File: src/hw/rtl/pbta_pkg.sv
// Package with the types, constants and helper functions of the paged tile allocator.
package pbta_pkg;

	localparam int PAGE_COUNT     = 3;
	localparam int BYTES_PER_PAGE = 32;

	localparam int KIND_W      = 2;
	localparam int PAGE_W      = 2;
	localparam int TILE_W      = 8;
	localparam int BIT_IDX_W   = 3;
	localparam int WORD_W      = 8;
	localparam int PAGE_CMP_W  = 4;
	localparam int TBYTE_W     = TILE_W - BIT_IDX_W;
	localparam int BYTE_IDX_W  = (BYTES_PER_PAGE > 1) ? $clog2(BYTES_PER_PAGE) : 1;
	localparam int ENTRY_COUNT = PAGE_COUNT * BYTES_PER_PAGE;
	localparam int ADDR_W      = (ENTRY_COUNT > 1) ? $clog2(ENTRY_COUNT) : 1;

	localparam logic [WORD_W-1:0] FULL_WORD     = 8'hFF;
	localparam logic [WORD_W-1:0] RESERVED_WORD = 8'h01;

	typedef enum logic [KIND_W-1:0] {
		KIND_FIND     = 2'd0,
		KIND_ALLOC    = 2'd1,
		KIND_FREE     = 2'd2,
		KIND_FREE_ALL = 2'd3
	} kind_t;

	typedef enum logic {
		ST_IDLE = 1'b0,
		ST_MOD  = 1'b1
	} state_t;

	typedef struct packed {
		logic              wr_en;
		logic [ADDR_W-1:0] wr_addr;
		logic              wr_full;
		logic              clr_en;
		logic [PAGE_W-1:0] clr_page;
	} occ_upd_t;

	function automatic logic [ADDR_W-1:0] entry_addr(input logic [PAGE_W-1:0] pg,
		input logic [BYTE_IDX_W-1:0] b);
		return ADDR_W'(int'(pg) * BYTES_PER_PAGE + int'(b));
	endfunction

	function automatic logic [BIT_IDX_W-1:0] first_zero_bit(input logic [WORD_W-1:0] w);
		logic [BIT_IDX_W-1:0] idx;
		idx = '0;
		for (int i = WORD_W - 1; i >= 0; i--) begin
			if (!w[i]) begin
				idx = BIT_IDX_W'(i);
			end
		end
		return idx;
	endfunction

endpackage

File: src/hw/rtl/pbta_occ_map.sv
// Per-byte valid and full flags with the first non-full byte search of a page.
module pbta_occ_map import pbta_pkg::*; (
	input  logic                  clk,
	input  logic                  arst_n,
	input  logic [PAGE_W-1:0]     lk_page,
	output logic                  lk_found,
	output logic [BYTE_IDX_W-1:0] lk_byte,
	input  logic                  rd_en,
	input  logic [ADDR_W-1:0]     rd_addr,
	output logic                  rd_vld,
	input  occ_upd_t              upd
);
	logic [ENTRY_COUNT-1:0] vld_q;
	logic [ENTRY_COUNT-1:0] full_q;
	logic                   page_ok;

	assign page_ok = ({{(PAGE_CMP_W - PAGE_W){1'b0}}, lk_page} < PAGE_CMP_W'(PAGE_COUNT));

	always_comb begin
		lk_found = 1'b0;
		lk_byte  = '0;
		for (int j = BYTES_PER_PAGE - 1; j >= 0; j--) begin
			if (page_ok && !full_q[entry_addr(lk_page, BYTE_IDX_W'(j))]) begin
				lk_found = 1'b1;
				lk_byte  = BYTE_IDX_W'(j);
			end
		end
	end

	always_ff @(posedge clk or negedge arst_n) begin
		if (!arst_n) begin
			vld_q  <= '0;
			full_q <= '0;
			rd_vld <= 1'b0;
		end else begin
			if (rd_en) begin
				rd_vld <= vld_q[rd_addr];
			end
			if (upd.clr_en) begin
				for (int j = 0; j < BYTES_PER_PAGE; j++) begin
					vld_q[entry_addr(upd.clr_page, BYTE_IDX_W'(j))]  <= 1'b0;
					full_q[entry_addr(upd.clr_page, BYTE_IDX_W'(j))] <= 1'b0;
				end
			end
			if (upd.wr_en) begin
				vld_q[upd.wr_addr]  <= 1'b1;
				full_q[upd.wr_addr] <= upd.wr_full;
			end
		end
	end
endmodule

File: config.mk
export PLATFORM = sky130hd
export DESIGN_NAME = pbta_occ_map
export DESIGN_NICKNAME = d
export VERILOG_FILES = /design/src/hw/rtl/pbta_pkg.sv /design/src/hw/rtl/pbta_occ_map.sv
export SDC_FILE = /design/constraint.sdc
export NUM_CORES = 1
export LEC_CHECK = 0
export BUFFER_PORTS_ARGS = -buffer_cell sky130_fd_sc_hd__buf_2
export CAP_MARGIN = 20
export CORE_MARGIN = 5
export CORE_UTILIZATION = 55
export CTS_CLUSTER_DIAMETER = 150
export DETAILED_ROUTE_END_ITERATION = 8
export PLACE_DENSITY = 0.72
export SETUP_SLACK_MARGIN = 0.4
export SYNTH_ARGS = -nofsm -noshare
export SYNTH_HDL_FRONTEND = slang
export SYNTH_SLANG_ARGS = --single-unit
File: constraint.sdc
create_clock -name clk -period 2.8 [get_ports clk]
set_input_delay 0.56 -clock clk [delete_from_list [all_inputs] [get_ports clk]]
set_output_delay 0.56 -clock clk [all_outputs]
set_load 0.02 [all_outputs]
==> qor.csv <==
metric;value;unit
status;complete, but fails checks;
failed_checks;negative setup slack;
grt_max_degree;97;
hold_buffers;0;
h-tree-depth;4;
ys.flop_type;dfrtp_1;
root_buffer;clkbuf_16;
numCtsBuffers;17;
ys_types;54;
finalHoldViolations;0;
n_fill_cell;1296;
cts_tree;done;
grt_pass1_wl;41.7;mm
initial_utilization;0.564;
drive_gt1_frac;0.206;
nets;1027;
hpwl;17.4;mm
die_h;141;um
place.port_buffers;30;
synthesis.area;9390;um^2
cp_top_family;simple AND/OR/NAND/NOR gates;
drv_cap;0;
hold_slack;106;ps
areaGrowthSynthToFinish;16.5;%
synthArstFlopShare;1.00;
tightest_slew;844;ps
worstHoldPathType;input pin to async pin;
worstSetupPathType;flip-flop to output port;
final_cells;1236;
wire_per_inst;20.7;um
first_global_vias;7397;
drc_errors;0;
die-area;19800;um^2
slowest_stage;or4b_4;
syn_inst;948;
synth_common_cells;nand2_1, dfrtp_1, nor2_1, o21ai_0, a21o_1;
slew_viol_final;0;
ios;31;
fin_skew;6.90;ps
overflow;0;
synth-seq-area-share;0.514;
cp_data_required_time;2240;ps
arrival;2470;ps
drt_first_pass_iters;5;
core_area;16600;um^2
slew_headroom;0.436;
synth_area_leaders;dfrtp_1, nand2_1, a21o_1, mux4_2, o21ai_0;
path_clk_slew;70;ps
fmax;0.330;GHz
ys_seq_elements;193;
syn_avg_cell_area;9.90;um^2
wl;25.6;mm
netlist.area_leader.share;0.514;
die-width;141;um
gp_congestion;0.869;
n_antenna_cell;0;
peakVddDrop;0.000455;V
final_util;0.657;
finalWorstSetupSlack;-229;ps
dp.cells;1198;
cp_cell_sequence;mux2_1 -> o22a_1 -> or4b_4 -> or4_4 -> nor2b_4 -> nand3b_1 -> buf_2;
antenna_found_initial;0;
grt_usage;0.273;
start_kind;flip-flop;
dr_total_vias;7447;
clk_path_buf_depth;2;
end_kind;output port;
period_needed;3030;ps
setup_violations;6;
p_per_area;532;nW/um^2
synth_edf_count;0;
crit_buf_inv;1;
min_period_over_period;1.08;
antenna_left;0;
insertion_delay;440;ps
syn_nets;972;
rsz0062_at_grt;true;
power_leakage;5.56;nW
detail_route.iter0.violations;786;
via_per_inst;6.03;
synth.largest_area_cell;dfrtp_1;
cts.sinks;193;
yosys_warnings;0;
row_count;47;
critPathMaxFanout;3;
total_power;0.00582;W
yosysMostFrequentCell;nand2_1;
slowest_delay;500;ps
## stage by stage
stage / setup WS (ps) / cell area, um^2 / TNS [ps]
6_report: -229 / 10900 / -963
5_1_grt: -319 / 10900 / -1450
4_1_cts: -261 / 10900 / -1020
3_5_place_dp: -315 / 10200 / -1530
3_3_place_gp: -289 / 10200 / -1360
2_1_floorplan: -28.0 / 9520 / -46.5
## repair_timing
item                       in CTS  in global routing
cloned                          0                  0
gates resized for setup        34                  5
buffers inserted                6                  0
setup endpoints to repair       6                  6
pin swaps                       8                  6
## worst register-to-register path: stages (launching register included)
cell	delay, ps
dfrtp_1	390
mux4_2	510
mux4_2	480
a21oi_1	170
buf_4	160
o311ai_1	100
## layer usage
metal / up-vias / track usage / share of wire
met3: 40 / 0.0657 / 0.072
met5: - / 0 / 0
li1: 3421 / - / -
met1: 3734 / 0.399 / 0.45
met2: 252 / 0.419 / 0.46
met4: 0 / 0.0597 / 0.015
## flip-flops by register name, summed over array words and instances (netlist names)
register / flops
full_q: 96
vld_q: 96
rd_vld: 1
## placed cells by master, fill, tap and decap left out, types with 4 or more instances in the layout
master / instances
o22ai_1: 12
o22ai_2: 9
a21o_1: 97
dfrtp_1: 193
buf_6: 7
mux2_1: 14
buf_12: 9
mux2_2: 11
buf_4: 57
clkbuf_16: 17
o22a_1: 8
nor2_1: 110
o21ai_0: 96
buf_2: 22
nand2b_1: 5
mux4_2: 28
nor2b_1: 12
nand2_1: 213
mux2_4: 8
a21oi_1: 4
nand3_1: 8
## power breakdown
group | switching [W] | internal (W)
Combinational | 0.000344 | 0.000235
Sequential | 0.0000414 | 0.00285
Clock | 0.00115 | 0.00119
## cell families (layout without fill, tap and decap cells)
logic type	Yosys count	count (layout)	share of synthesized area
simple gates	374	374	0.165
compound gates	253	253	0.176
flops	193	193	0.514
mux	64	64	0.111
buf+inv	64	132	0.0335
## path summary, 6_finish.rpt
check	cells past startpoint	slack, ps	endpoint	start
setup / recovery	7	-230	lk_found	full_q[24]
hold / removal	1	110	vld_q[2]	arst_n
setup reg to reg	5	850	rd_vld	vld_q[38]
hold reg to reg	1	480	vld_q[70]	vld_q[70]
max in group asynchronous	2	1960	full_q[23]	arst_n
min in group clk	3	410	rd_vld	rd_addr[5]
## final cells by class
type / count / area (um^2) / share of cell area
Sequential cell: 193 / 4830 / 0.442
Multi-Input combinational cell: 691 / 4440 / 0.406
Timing Repair Buffer: 96 / 811 / 0.0741
Clock buffer: 19 / 443 / 0.0405
Tap cell: 220 / 275 / 0.0252
Clock inverter: 13 / 126 / 0.0116
Inverter: 4 / 15.0 / 0.00137
No activity file was read; power rests on OpenSTA's default activity.
