<file path="src/hw/rtl/pbta_ram.sv">
// Generic single-port-write, single-port-read synchronous RAM with registered read data.
module pbta_ram #(
	parameter int DEPTH  = 96,
	parameter int WIDTH  = 8,
	parameter int ADDR_W = (DEPTH > 1) ? $clog2(DEPTH) : 1
) (
	input  logic              clk,
	input  logic              wr_en,
	input  logic [ADDR_W-1:0] wr_addr,
	input  logic [WIDTH-1:0]  wr_data,
	input  logic              rd_en,
	input  logic [ADDR_W-1:0] rd_addr,
	output logic [WIDTH-1:0]  rd_data
);
	logic [WIDTH-1:0] mem [DEPTH];

	always_ff @(posedge clk) begin
		if (wr_en) begin
			mem[wr_addr] <= wr_data;
		end
	end

	always_ff @(posedge clk) begin
		if (rd_en) begin
			rd_data <= mem[rd_addr];
		end
	end
endmodule

</file>
<file path="config.mk">
export PLATFORM = sky130hd
export DESIGN_NAME = pbta_ram
export DESIGN_NICKNAME = d
export VERILOG_FILES = /design/src/hw/rtl/pbta_ram.sv
export SDC_FILE = /design/constraint.sdc
export NUM_CORES = 1
export LEC_CHECK = 0
export ABC_AREA = 1
export BUFFER_PORTS_ARGS = -buffer_cell sky130_fd_sc_hd__buf_2
export CAP_MARGIN = 30
export CORE_MARGIN = 3
export CORE_UTILIZATION = 29
export CTS_CLUSTER_DIAMETER = 120
export CTS_CLUSTER_SIZE = 8
export DETAILED_ROUTE_END_ITERATION = 8
export HOLD_SLACK_MARGIN = 0.03
export PLACE_DENSITY_LB_ADDON = 0.25
export SLEW_MARGIN = 15
export SYNTH_ARGS = -nofsm -noshare
export SYNTH_HDL_FRONTEND = slang
export SYNTH_SLANG_ARGS = --single-unit
</file>
<file path="constraint.sdc">
create_clock -name clk -period 3.3 [get_ports clk]
set_input_delay 0.495 -clock clk [delete_from_list [all_inputs] [get_ports clk]]
set_output_delay 0.495 -clock clk [all_outputs]
set_load 0.01 [all_outputs]
</file>
==> run_results.csv, run 1 <==
group,metric,value,unit
status,status,"completed",
setup_path,r2r-start,"mem[94][0]$_DFFE_PP_",
place,place_area,33900,sq um
power,clkPwrFrac,44.0,%
timing,min_period,2.32,ns
detailed_routing,drt_first_pass_iters,5,
timing,setup_viol,0,
setup_path,cp.arrival,2.72,ns
logic_synthesis,syn_area_per_cell,11.9,sq um
setup_path,rrSetupSlack,1.41,ns
setup_path,endpoint_kind,"register",
detailed_routing,wl_per_cell,21.7,um
cts,cts_tree,"done",
logic_synthesis,synth_top_area_cell,"edfxtp_1",
detailed_routing,drt_iter0_markers,1981,
global_route,grt_max_degree,123,
cells_and_area,num-nets-final,2789,
timing,finalMaxSlewViolations,0,
floorplan,coreArea,108000,sq um
global_route,grt_pass1_vias,19500,
cells_and_area,fin_util,34.0,%
logic_synthesis,synth.area.top_cells,"edfxtp_1 73%, nand2_1 10%, nand3_1 8.1%",
global_route,grt_overflow,0,
cells_and_area,drive_gt1_share,9.54,%
cells_and_area,fillers,10600,
detailed_routing,vias,20400,
detailed_routing,detail-route-antenna-nets,0,
logic_synthesis,ys_ff_latch,776,
detailed_routing,route.detailed.drc,0,
timing,period_share,70.5,%
logic_synthesis,async_reset_ff_share,0,%
logic_synthesis,synth_most_common_cell,"nand2_1",
logic_synthesis,synth_cell_type_count,20,
timing,timing.hold.ws,0.265,ns
global_route,antenna_found_initial,4,
global_route,grt_pass1_wl,134000,um
cells_and_area,stdcell_area,36700,sq um
setup_path,path_max_fanout,55,
cts,cts.htree.levels,3,
logic_synthesis,postSynthCellCount,2674,
cts,cts_buffer_depth,3,
global_route,grt_usage,15.8,%
timing,finalSetupTns,0,ns
power,power.internal,17.0,mW
floorplan,initial_core_util,29.5,%
logic_synthesis,syn_nets,2699,
timing,finalClockSkew,0.0313,ns
hold_path,min-delay-start,"rd_en",
detailed_routing,routed_via_density,4.88,
flow_run,drv_cap,0,
power,pwr-share-comb,6.1,%
logic_synthesis,synth_edf_count,776,
timing,rsz0062_at_grt,"no",
timing,tightest_slew,0.906,ns
setup_path,worstReg2RegEnd,"rd_data[0]$_DFFE_PP_",
timing,slew_headroom,39.5,%
power,seqPwrFrac,50.0,%
hold_path,hp-class,"in -> reg",
logic_synthesis,syn_area,31800,sq um
floorplan,die_y,337,um
hold_path,min_path_cells,1,
logic_synthesis,ys_seq_area_share,73.4,%
logic_synthesis,ys_top_cells_by_count,"851 x nand2_1, 776 x edfxtp_1, 515 x nand3_1, 190 x nor2_1, 76 x buf_2",
setup_path,critPathLaunchType,"input port",
power,p_sw,4.89,mW
cts,cts_hold_buf,0,
cts,cts_buffers,106,
setup_path,critPathKind,"in -> reg",
setup_path,cp.required,3.70,ns
place,port_buffers,32,
logic_synthesis,synth_ff_type,"edfxtp_1",
place,gp_congestion,0.784,
cts,clk_latency,0.67,ns
cts,root_buffer,"clkbuf_16",
timing,fmax,430,MHz
place,dp_hpwl,53100,um
floorplan,num_rows,120,
power,worst_ir_drop_vdd,0.000416,V
cts,post_cts_resized,0,
hold_path,min_to,"rd_data[7]$_DFFE_PP_",
cells_and_area,syn2layout_area_growth,15.5,%
power,power_density,597,nW/um^2
power,leakagePower,12.9,nW
detailed_routing,drt-total-wl,90400,um
power,p_total,21.9,mW
logic_synthesis,ys.warnings.count,0,
cts,path_clk_slew,0.05,ns
logic_synthesis,yosysTopAreaCellShare,73.4,%
setup_path,r2r_cells,6,
floorplan,ios,33,
floorplan,dieArea,114000,sq um
cts,cts_setup_buffers,0,
power,swShare,22.4,%
timing,hold_viol_final,0,
floorplan,fp.dieW,337,um
cts,cts_sinks,776,
==> flip-flops by register name, indices dropped and copies added (netlist names) <==
register,cells
rd_data,8
mem,768
==> routing by layer <==
layer  wire length, um  vias to the layer above  global-route usage (%)
li1                  -                     9581                       -
met1             41300                    10000                    22.7
met2             41700                      632                    24.6
met3              5430                      114                    2.67
met4              2080                        2                    4.73
met5                13                        -                       0
==> cell type report <==
type / instances / area, sq um / share of cell area, %
Clock inverter: 3 / 66.3 / 0.181
Tap cell: 1403 / 1760 / 4.78
Clock buffer: 109 / 2730 / 7.43
Multi-Input combinational cell: 1708 / 7360 / 20.0
Timing Repair Buffer: 148 / 1370 / 3.72
Sequential cell: 776 / 23300 / 63.5
Antenna cell: 2 / 5.00 / 0.0136
Inverter: 24 / 110 / 0.300
==> power by group through the flow <==
stage	sequential [mW]	clock (mW)	combinational, mW
after floorplan	11.1	0	0.715
after global placement	11.1	0	1.34
after detailed placement	11.1	0	1.34
after CTS	10.9	9.80	1.34
after global routing	10.9	10.2	1.46
final	10.9	9.62	1.33
==> worst max-delay path: stages <==
cell	delay [ns]
buf_8	0.35
clkinv_8	0.12
buf_12	0.19
buf_4	0.32
nand2_1	0.10
nand3_1	0.10
nand2_1	0.09
a21oi_1	0.08
o31ai_1	0.10
nand3_1	0.23
nand3_1	0.32
nand2_1	0.11
==> metrics by stage <==
| stage | setup slack (ns) | std cells |
|---|---|---|
| global placement | 0.331 | 4057 |
| detailed placement | 0.300 | 4058 |
| floorplan | 1.51 | 2674 |
| global route | 0.838 | 4171 |
| CTS | 0.998 | 4170 |
| finish | 0.975 | 4173 |
==> cells by family after synthesis <==
group | share of synthesized area [%]
flops | 73.4
compound gates | 2.62
simple gates | 20.5
buf+inv | 3.48
==> placed cells by master (no fill, tap or decap), drive strengths merged <==
cell    Yosys  layout
diode       0       2
o21ai      56      56
clkbuf     28     109
nand3     515     515
inv        24      24
buf       138     148
clkinv      0       3
o211ai      8       8
o31ai      24      24
a21oi      48      48
o221ai      8       8
nor2      190     190
nand2     851     851
edfxtp    776     776
nor3        8       8
==> worst max-delay path by stage <==
stage / from / end / slack [ns] / depth (start not counted)
after global placement: rd_addr[0] / rd_data[5]$_DFFE_PP_ / 0.33 / 12
after global routing: rd_addr[0] / rd_data[5]$_DFFE_PP_ / 0.84 / 12
after CTS: rd_addr[0] / rd_data[5]$_DFFE_PP_ / 1.0 / 12
after floorplan: wr_en / mem[43][0]$_DFFE_PP_ / 1.51 / 3
after detailed placement: rd_addr[0] / rd_data[5]$_DFFE_PP_ / 0.30 / 12
final: rd_addr[0] / rd_data[5]$_DFFE_PP_ / 0.98 / 12
Note: power is estimated with default switching activity, not from simulation.
==> run 2: changes to the inputs <==
==> constraint.sdc (replaced) <==
create_clock -name clk -period 1.95 [get_ports clk]
set_input_delay 0.2925 -clock clk [delete_from_list [all_inputs] [get_ports clk]]
set_output_delay 0.2925 -clock clk [all_outputs]
set_load 0.01 [all_outputs]
==> run_results.csv, run 2 (same netlist as run 1, synthesis figures left out) <==
group,metric,value,unit
cells_and_area,stdcell_area,38000,sq um
floorplan,fp.dieW,337,um
timing,hold_viol_final,0,
cts,cts_buffer_depth,3,
timing,finalClockSkew,0.0181,ns
setup_path,critPathLaunchType,"input port",
cts,post_cts_resized,0,
power,worst_ir_drop_vdd,0.000717,V
timing,tightest_slew,0.676,ns
detailed_routing,drt_iter0_markers,1837,
detailed_routing,drt_first_pass_iters,5,
timing,finalSetupTns,0,ns
global_route,grt_overflow,0,
detailed_routing,route.detailed.drc,0,
place,dp_hpwl,57000,um
timing,fmax,547,MHz
setup_path,critPathKind,"in -> reg",
timing,rsz0062_at_grt,"no",
cts,cts.htree.levels,3,
global_route,grt_pass1_vias,20000,
place,place_area,35300,sq um
place,gp_congestion,0.803,
global_route,grt_pass1_wl,133000,um
floorplan,num_rows,120,
power,power_density,972,nW/um^2
hold_path,hp-class,"in -> reg",
cts,cts_setup_buffers,0,
cts,cts_tree,"done",
cts,clk_latency,0.64,ns
cells_and_area,layout.cells.non_filler,4302,
cts,cts_hold_buf,0,
place,port_buffers,32,
cells_and_area,final_common_cell,"nand2_1",
global_route,antenna_found_initial,4,
setup_path,endpoint_kind,"register",
floorplan,initial_core_util,29.5,%
global_route,grt_usage,15.8,%
timing,setup_viol,0,
detailed_routing,vias,20600,
cells_and_area,top_regs,"mem: 768 flops, rd_data: 8 flops",
timing,min_period,1.83,ns
status,status,"completed",
cells_and_area,regMostFlops,"mem",
cells_and_area,syn2layout_area_growth,19.6,%
cells_and_area,largest_reg_flops,768,
flow_run,drv_cap,0,
cts,cts_buffers,106,
floorplan,die_y,337,um
cts,path_clk_slew,0.05,ns
floorplan,dieArea,114000,sq um
floorplan,ios,33,
timing,finalMaxSlewViolations,0,
timing,setup_ws,0.123,ns
global_route,grt_max_degree,97,
cts,root_buffer,"clkbuf_16",
setup_path,cp.required,2.34,ns
cells_and_area,drive_gt1_share,13.5,%
setup_path,path_max_fanout,33,
timing,period_share,93.7,%
cells_and_area,layout_common_cells,"851 x nand2_1, 776 x edfxtp_1, 515 x nand3_1, 200 x buf_4, 190 x nor2_1",
detailed_routing,routed_via_density,4.80,
power,leakagePower,13.6,nW
floorplan,coreArea,108000,sq um
timing,slew_headroom,54.9,%
detailed_routing,wl_per_cell,20.9,um
place,dpl_worst_slack,-0.453,ns
detailed_routing,drt-total-wl,89900,um
cells_and_area,num-nets-final,2919,
cts,cts_sinks,776,
place,place_inst,4189,
detailed_routing,detail-route-antenna-nets,0,
setup_path,cp.arrival,2.22,ns
cells_and_area,fin_util,35.2,%
-- run 2: final cells by class --
class | instances | area [sq um]
fillers | 10500 | 69800
repair buffers | 278 | 2730
diodes | 3 | 7.51
clock buffers | 108 | 2700
clock inverters | 2 | 25.0
inverters | 24 | 110
flip-flops and latches | 776 | 23300
multi-input cells | 1708 | 7360
well taps | 1403 | 1760
-- run 2: worst paths after layout --
| kind | cells after the start | slack, ns | startpoint | to |
|---|---|---|---|---|
| worst min register to register | 6 | 0.90 | mem[87][7]$_DFFE_PP_ | rd_data[7]$_DFFE_PP_ |
| worst min-delay path | 1 | 0.1 | rd_en | rd_data[2]$_DFFE_PP_ |
| worst max-delay path | 10 | 0.12 | rd_addr[0] | rd_data[5]$_DFFE_PP_ |
| worst max register to register | 6 | 0.13 | mem[94][5]$_DFFE_PP_ | rd_data[5]$_DFFE_PP_ |
-- run 2: critical path, stage by stage --
cell	delay (ns)
buf_8	0.13
buf_12	0.15
buf_12	0.16
buf_12	0.18
o21ai_0	0.17
nor2_1	0.08
o31ai_1	0.41
nand3_1	0.33
nand3_1	0.21
nand2_1	0.06
-- run 2: power by group --
part / total (mW) / internal [mW] / switching [mW] / leakage, nW
registers: 18.5 / 18.5 / 0.0453 / 6.98
logic: 2.47 / 0.768 / 1.70 / 5.30
clock network: 15.9 / 9.59 / 6.36 / 1.34
total: 36.9 / 28.8 / 8.10 / 13.6
-- run 2: routing by layer --
| layer | track usage (%) | share of wire [%] | up-vias |
|---|---|---|---|
| met4 | 3.74 | 1.8 | 2 |
| met3 | 2.66 | 5.2 | 122 |
| met2 | 25.1 | 46 | 531 |
| met1 | 22.6 | 47 | 10200 |
| met5 | 0 | 0.014 | - |
| li1 | - | - | 9823 |
-- run 2: per-stage QoR --
step	hold WS [ns]	power, mW
3_5_place_dp	0.729	21.3
2_1_floorplan	0.391	20.0
5_1_grt	0.0529	38.1
4_1_cts	0.0370	37.3
3_3_place_gp	0.720	21.3
6_report	0.0953	36.9
==> run 3: changes to the inputs <==
--- a/config.mk
+++ b/config.mk
@@ -7,9 +7,9 @@
 export LEC_CHECK = 0
 export ABC_AREA = 1
 export BUFFER_PORTS_ARGS = -buffer_cell sky130_fd_sc_hd__buf_2
-export CAP_MARGIN = 30
 export CORE_MARGIN = 3
 export CORE_UTILIZATION = 29
+export CTS_BUF_LIST = sky130_fd_sc_hd__clkbuf_4 sky130_fd_sc_hd__clkbuf_8
 export CTS_CLUSTER_DIAMETER = 120
 export CTS_CLUSTER_SIZE = 8
 export DETAILED_ROUTE_END_ITERATION = 8
==> run_results.csv, run 3 (same netlist as run 1, synthesis figures left out) <==
group,metric,value,unit
timing,period_share,93.7,%
cells_and_area,num-nets-final,2926,
setup_path,critical_path.cell_chain,"o21ai_0 > nor2_1 > o31ai_1 > nand3_1 > nand3_1 > nand2_1",
floorplan,initial_core_util,29.5,%
setup_path,cp.arrival,2.30,ns
cells_and_area,top_regs,"mem: 768 flops, rd_data: 8 flops",
cts,cts_hold_buf,7,
cts,cts_tree,"done",
cts,path_clk_slew,0.06,ns
setup_path,slowest_delay,0.41,ns
detailed_routing,detail-route-antenna-nets,0,
timing,tightest_slew,0.676,ns
floorplan,num_rows,120,
cts,cts_sinks,776,
cts,post_cts_resized,0,
cts,clk_latency,0.71,ns
setup_path,crit_cells,6,
place,gp_congestion,0.803,
timing,min_period,1.83,ns
setup_path,crit_family,"simple AND/OR/NAND/NOR gates",
setup_path,r2r_cells,6,
detailed_routing,vias,20600,
floorplan,dieArea,114000,sq um
setup_path,path_buf_inv,0,
setup_path,cp_common_cell,"nand3_1",
global_route,grt_max_degree,97,
cts,cts_buffers,106,
setup_path,path_max_fanout,1,
timing,fmax,547,MHz
detailed_routing,wl_per_cell,20.9,um
setup_path,critPathLaunchType,"register",
cts,cts_setup_buffers,0,
setup_path,r2r-start,"mem[94][5]$_DFFE_PP_",
cells_and_area,fillers,10600,
timing,setup_viol,0,
timing,hold_viol_final,0,
timing,finalClockSkew,0.0278,ns
cells_and_area,layout_common_cells,"851 x nand2_1, 776 x edfxtp_1, 515 x nand3_1, 200 x buf_4, 190 x nor2_1",
cells_and_area,largest_reg_flops,768,
power,worst_ir_drop_vdd,0.000457,V
floorplan,die_y,337,um
global_route,grt_overflow,0,
setup_path,rrSetupSlack,0.12,ns
setup_path,endpoint_kind,"register",
setup_path,crit_path_start,"mem[94][5]$_DFFE_PP_",
cells_and_area,multi_input_comb_area,7360,sq um
hold_path,hp-class,"in -> reg",
cells_and_area,drive_gt1_share,13.5,%
flow_run,drv_cap,0,
cells_and_area,regMostFlops,"mem",
power,power_density,855,nW/um^2
global_route,grt_usage,15.8,%
setup_path,worstReg2RegEnd,"rd_data[5]$_DFFE_PP_",
detailed_routing,drt-total-wl,90000,um
floorplan,fp.dieW,337,um
cts,root_buffer,"clkbuf_8",
power,leakagePower,13.1,nW
cells_and_area,ff_latch_area,23300,sq um
global_route,grt_pass1_vias,20100,
power,p_total,31.5,mW
timing,rsz0062_at_grt,"no",
timing,finalMaxSlewViolations,0,
cts,cts_buffer_depth,3,
cells_and_area,syn2layout_area_growth,16.0,%
floorplan,coreArea,108000,sq um
detailed_routing,drt_iter0_markers,1839,
floorplan,ios,33,
detailed_routing,drt_first_pass_iters,5,
place,dpl_worst_slack,-0.453,ns
setup_path,cpMaxStageDelayCell,"o31ai_1",
setup_path,cp.required,2.42,ns
setup_path,critPathKind,"reg -> reg",
status,status,"completed",
timing,slew_headroom,54.9,%
place,port_buffers,32,
global_route,grt_pass1_wl,133000,um
global_route,antenna_found_initial,5,
timing,setup_ws,0.123,ns
cells_and_area,final_common_cell,"nand2_1",
detailed_routing,route.detailed.drc,0,
place,dp_hpwl,57000,um
cts,cts.htree.levels,3,
setup_path,critPathCapture,"rd_data[5]$_DFFE_PP_",
detailed_routing,routed_via_density,4.78,
==> run 3: stage by stage <==
step	TNS, ns	hold slack [ns]	instance area [sq um]	cells	utilization (%)
floorplan	0	0.391	31800	2674	-
global placement	-2.39	0.720	35300	4189	32.7
detailed placement	-2.42	0.729	35300	4189	32.7
CTS	0	0.0870	36800	4306	34.2
global route	0	0.104	36800	4307	34.2
finish	0	0.149	36800	4311	34.2
==> run 3: worst register-to-register path, delay by kind of cell, from the launching register on <==
| family | cells | cell delay, ns |
|---|---|---|
| DFF | 1 | 0.35 |
| AOI/OAI and AO/OA | 2 | 0.56 |
| and+or+nand+nor | 4 | 0.70 |
==> run 3: final cells by class <==
cell class / instances / share of cell area [%]
Timing Repair Buffer: 285 / 7.61
Tap cell: 1403 / 4.76
Inverter: 24 / 0.299
Sequential cell: 776 / 63.2
Clock buffer: 108 / 4.03
Clock inverter: 2 / 0.0441
Antenna cell: 5 / 0.0340
Multi-Input combinational cell: 1708 / 20.0
==> run 3: routing by layer <==
metal	global-route usage, %	wire (um)	part of all wire, %
met1	22.5	41500	46
met2	25.1	41400	46
met3	2.91	5340	5.9
met4	3.58	1700	1.9
met5	0	13	0.014
==> run 3: worst min-delay path by stage <==
stage	startpoint	to	cells after the start
floorplan	wr_data[0]	mem[0][0]$_DFFE_PP_	0
global placement	rd_en	rd_data[0]$_DFFE_PP_	1
detailed placement	rd_en	rd_data[0]$_DFFE_PP_	1
CTS	wr_data[0]	mem[88][0]$_DFFE_PP_	2
global route	wr_data[0]	mem[88][0]$_DFFE_PP_	2
finish	wr_data[0]	mem[88][0]$_DFFE_PP_	2
==> run 3: power by group <==
| group | leakage [nW] | switching, mW | internal, mW |
|---|---|---|---|
| Sequential | 6.98 | 0.0459 | 18.4 |
| Clock | 0.781 | 5.65 | 4.88 |
| Combinational | 5.33 | 1.70 | 0.777 |
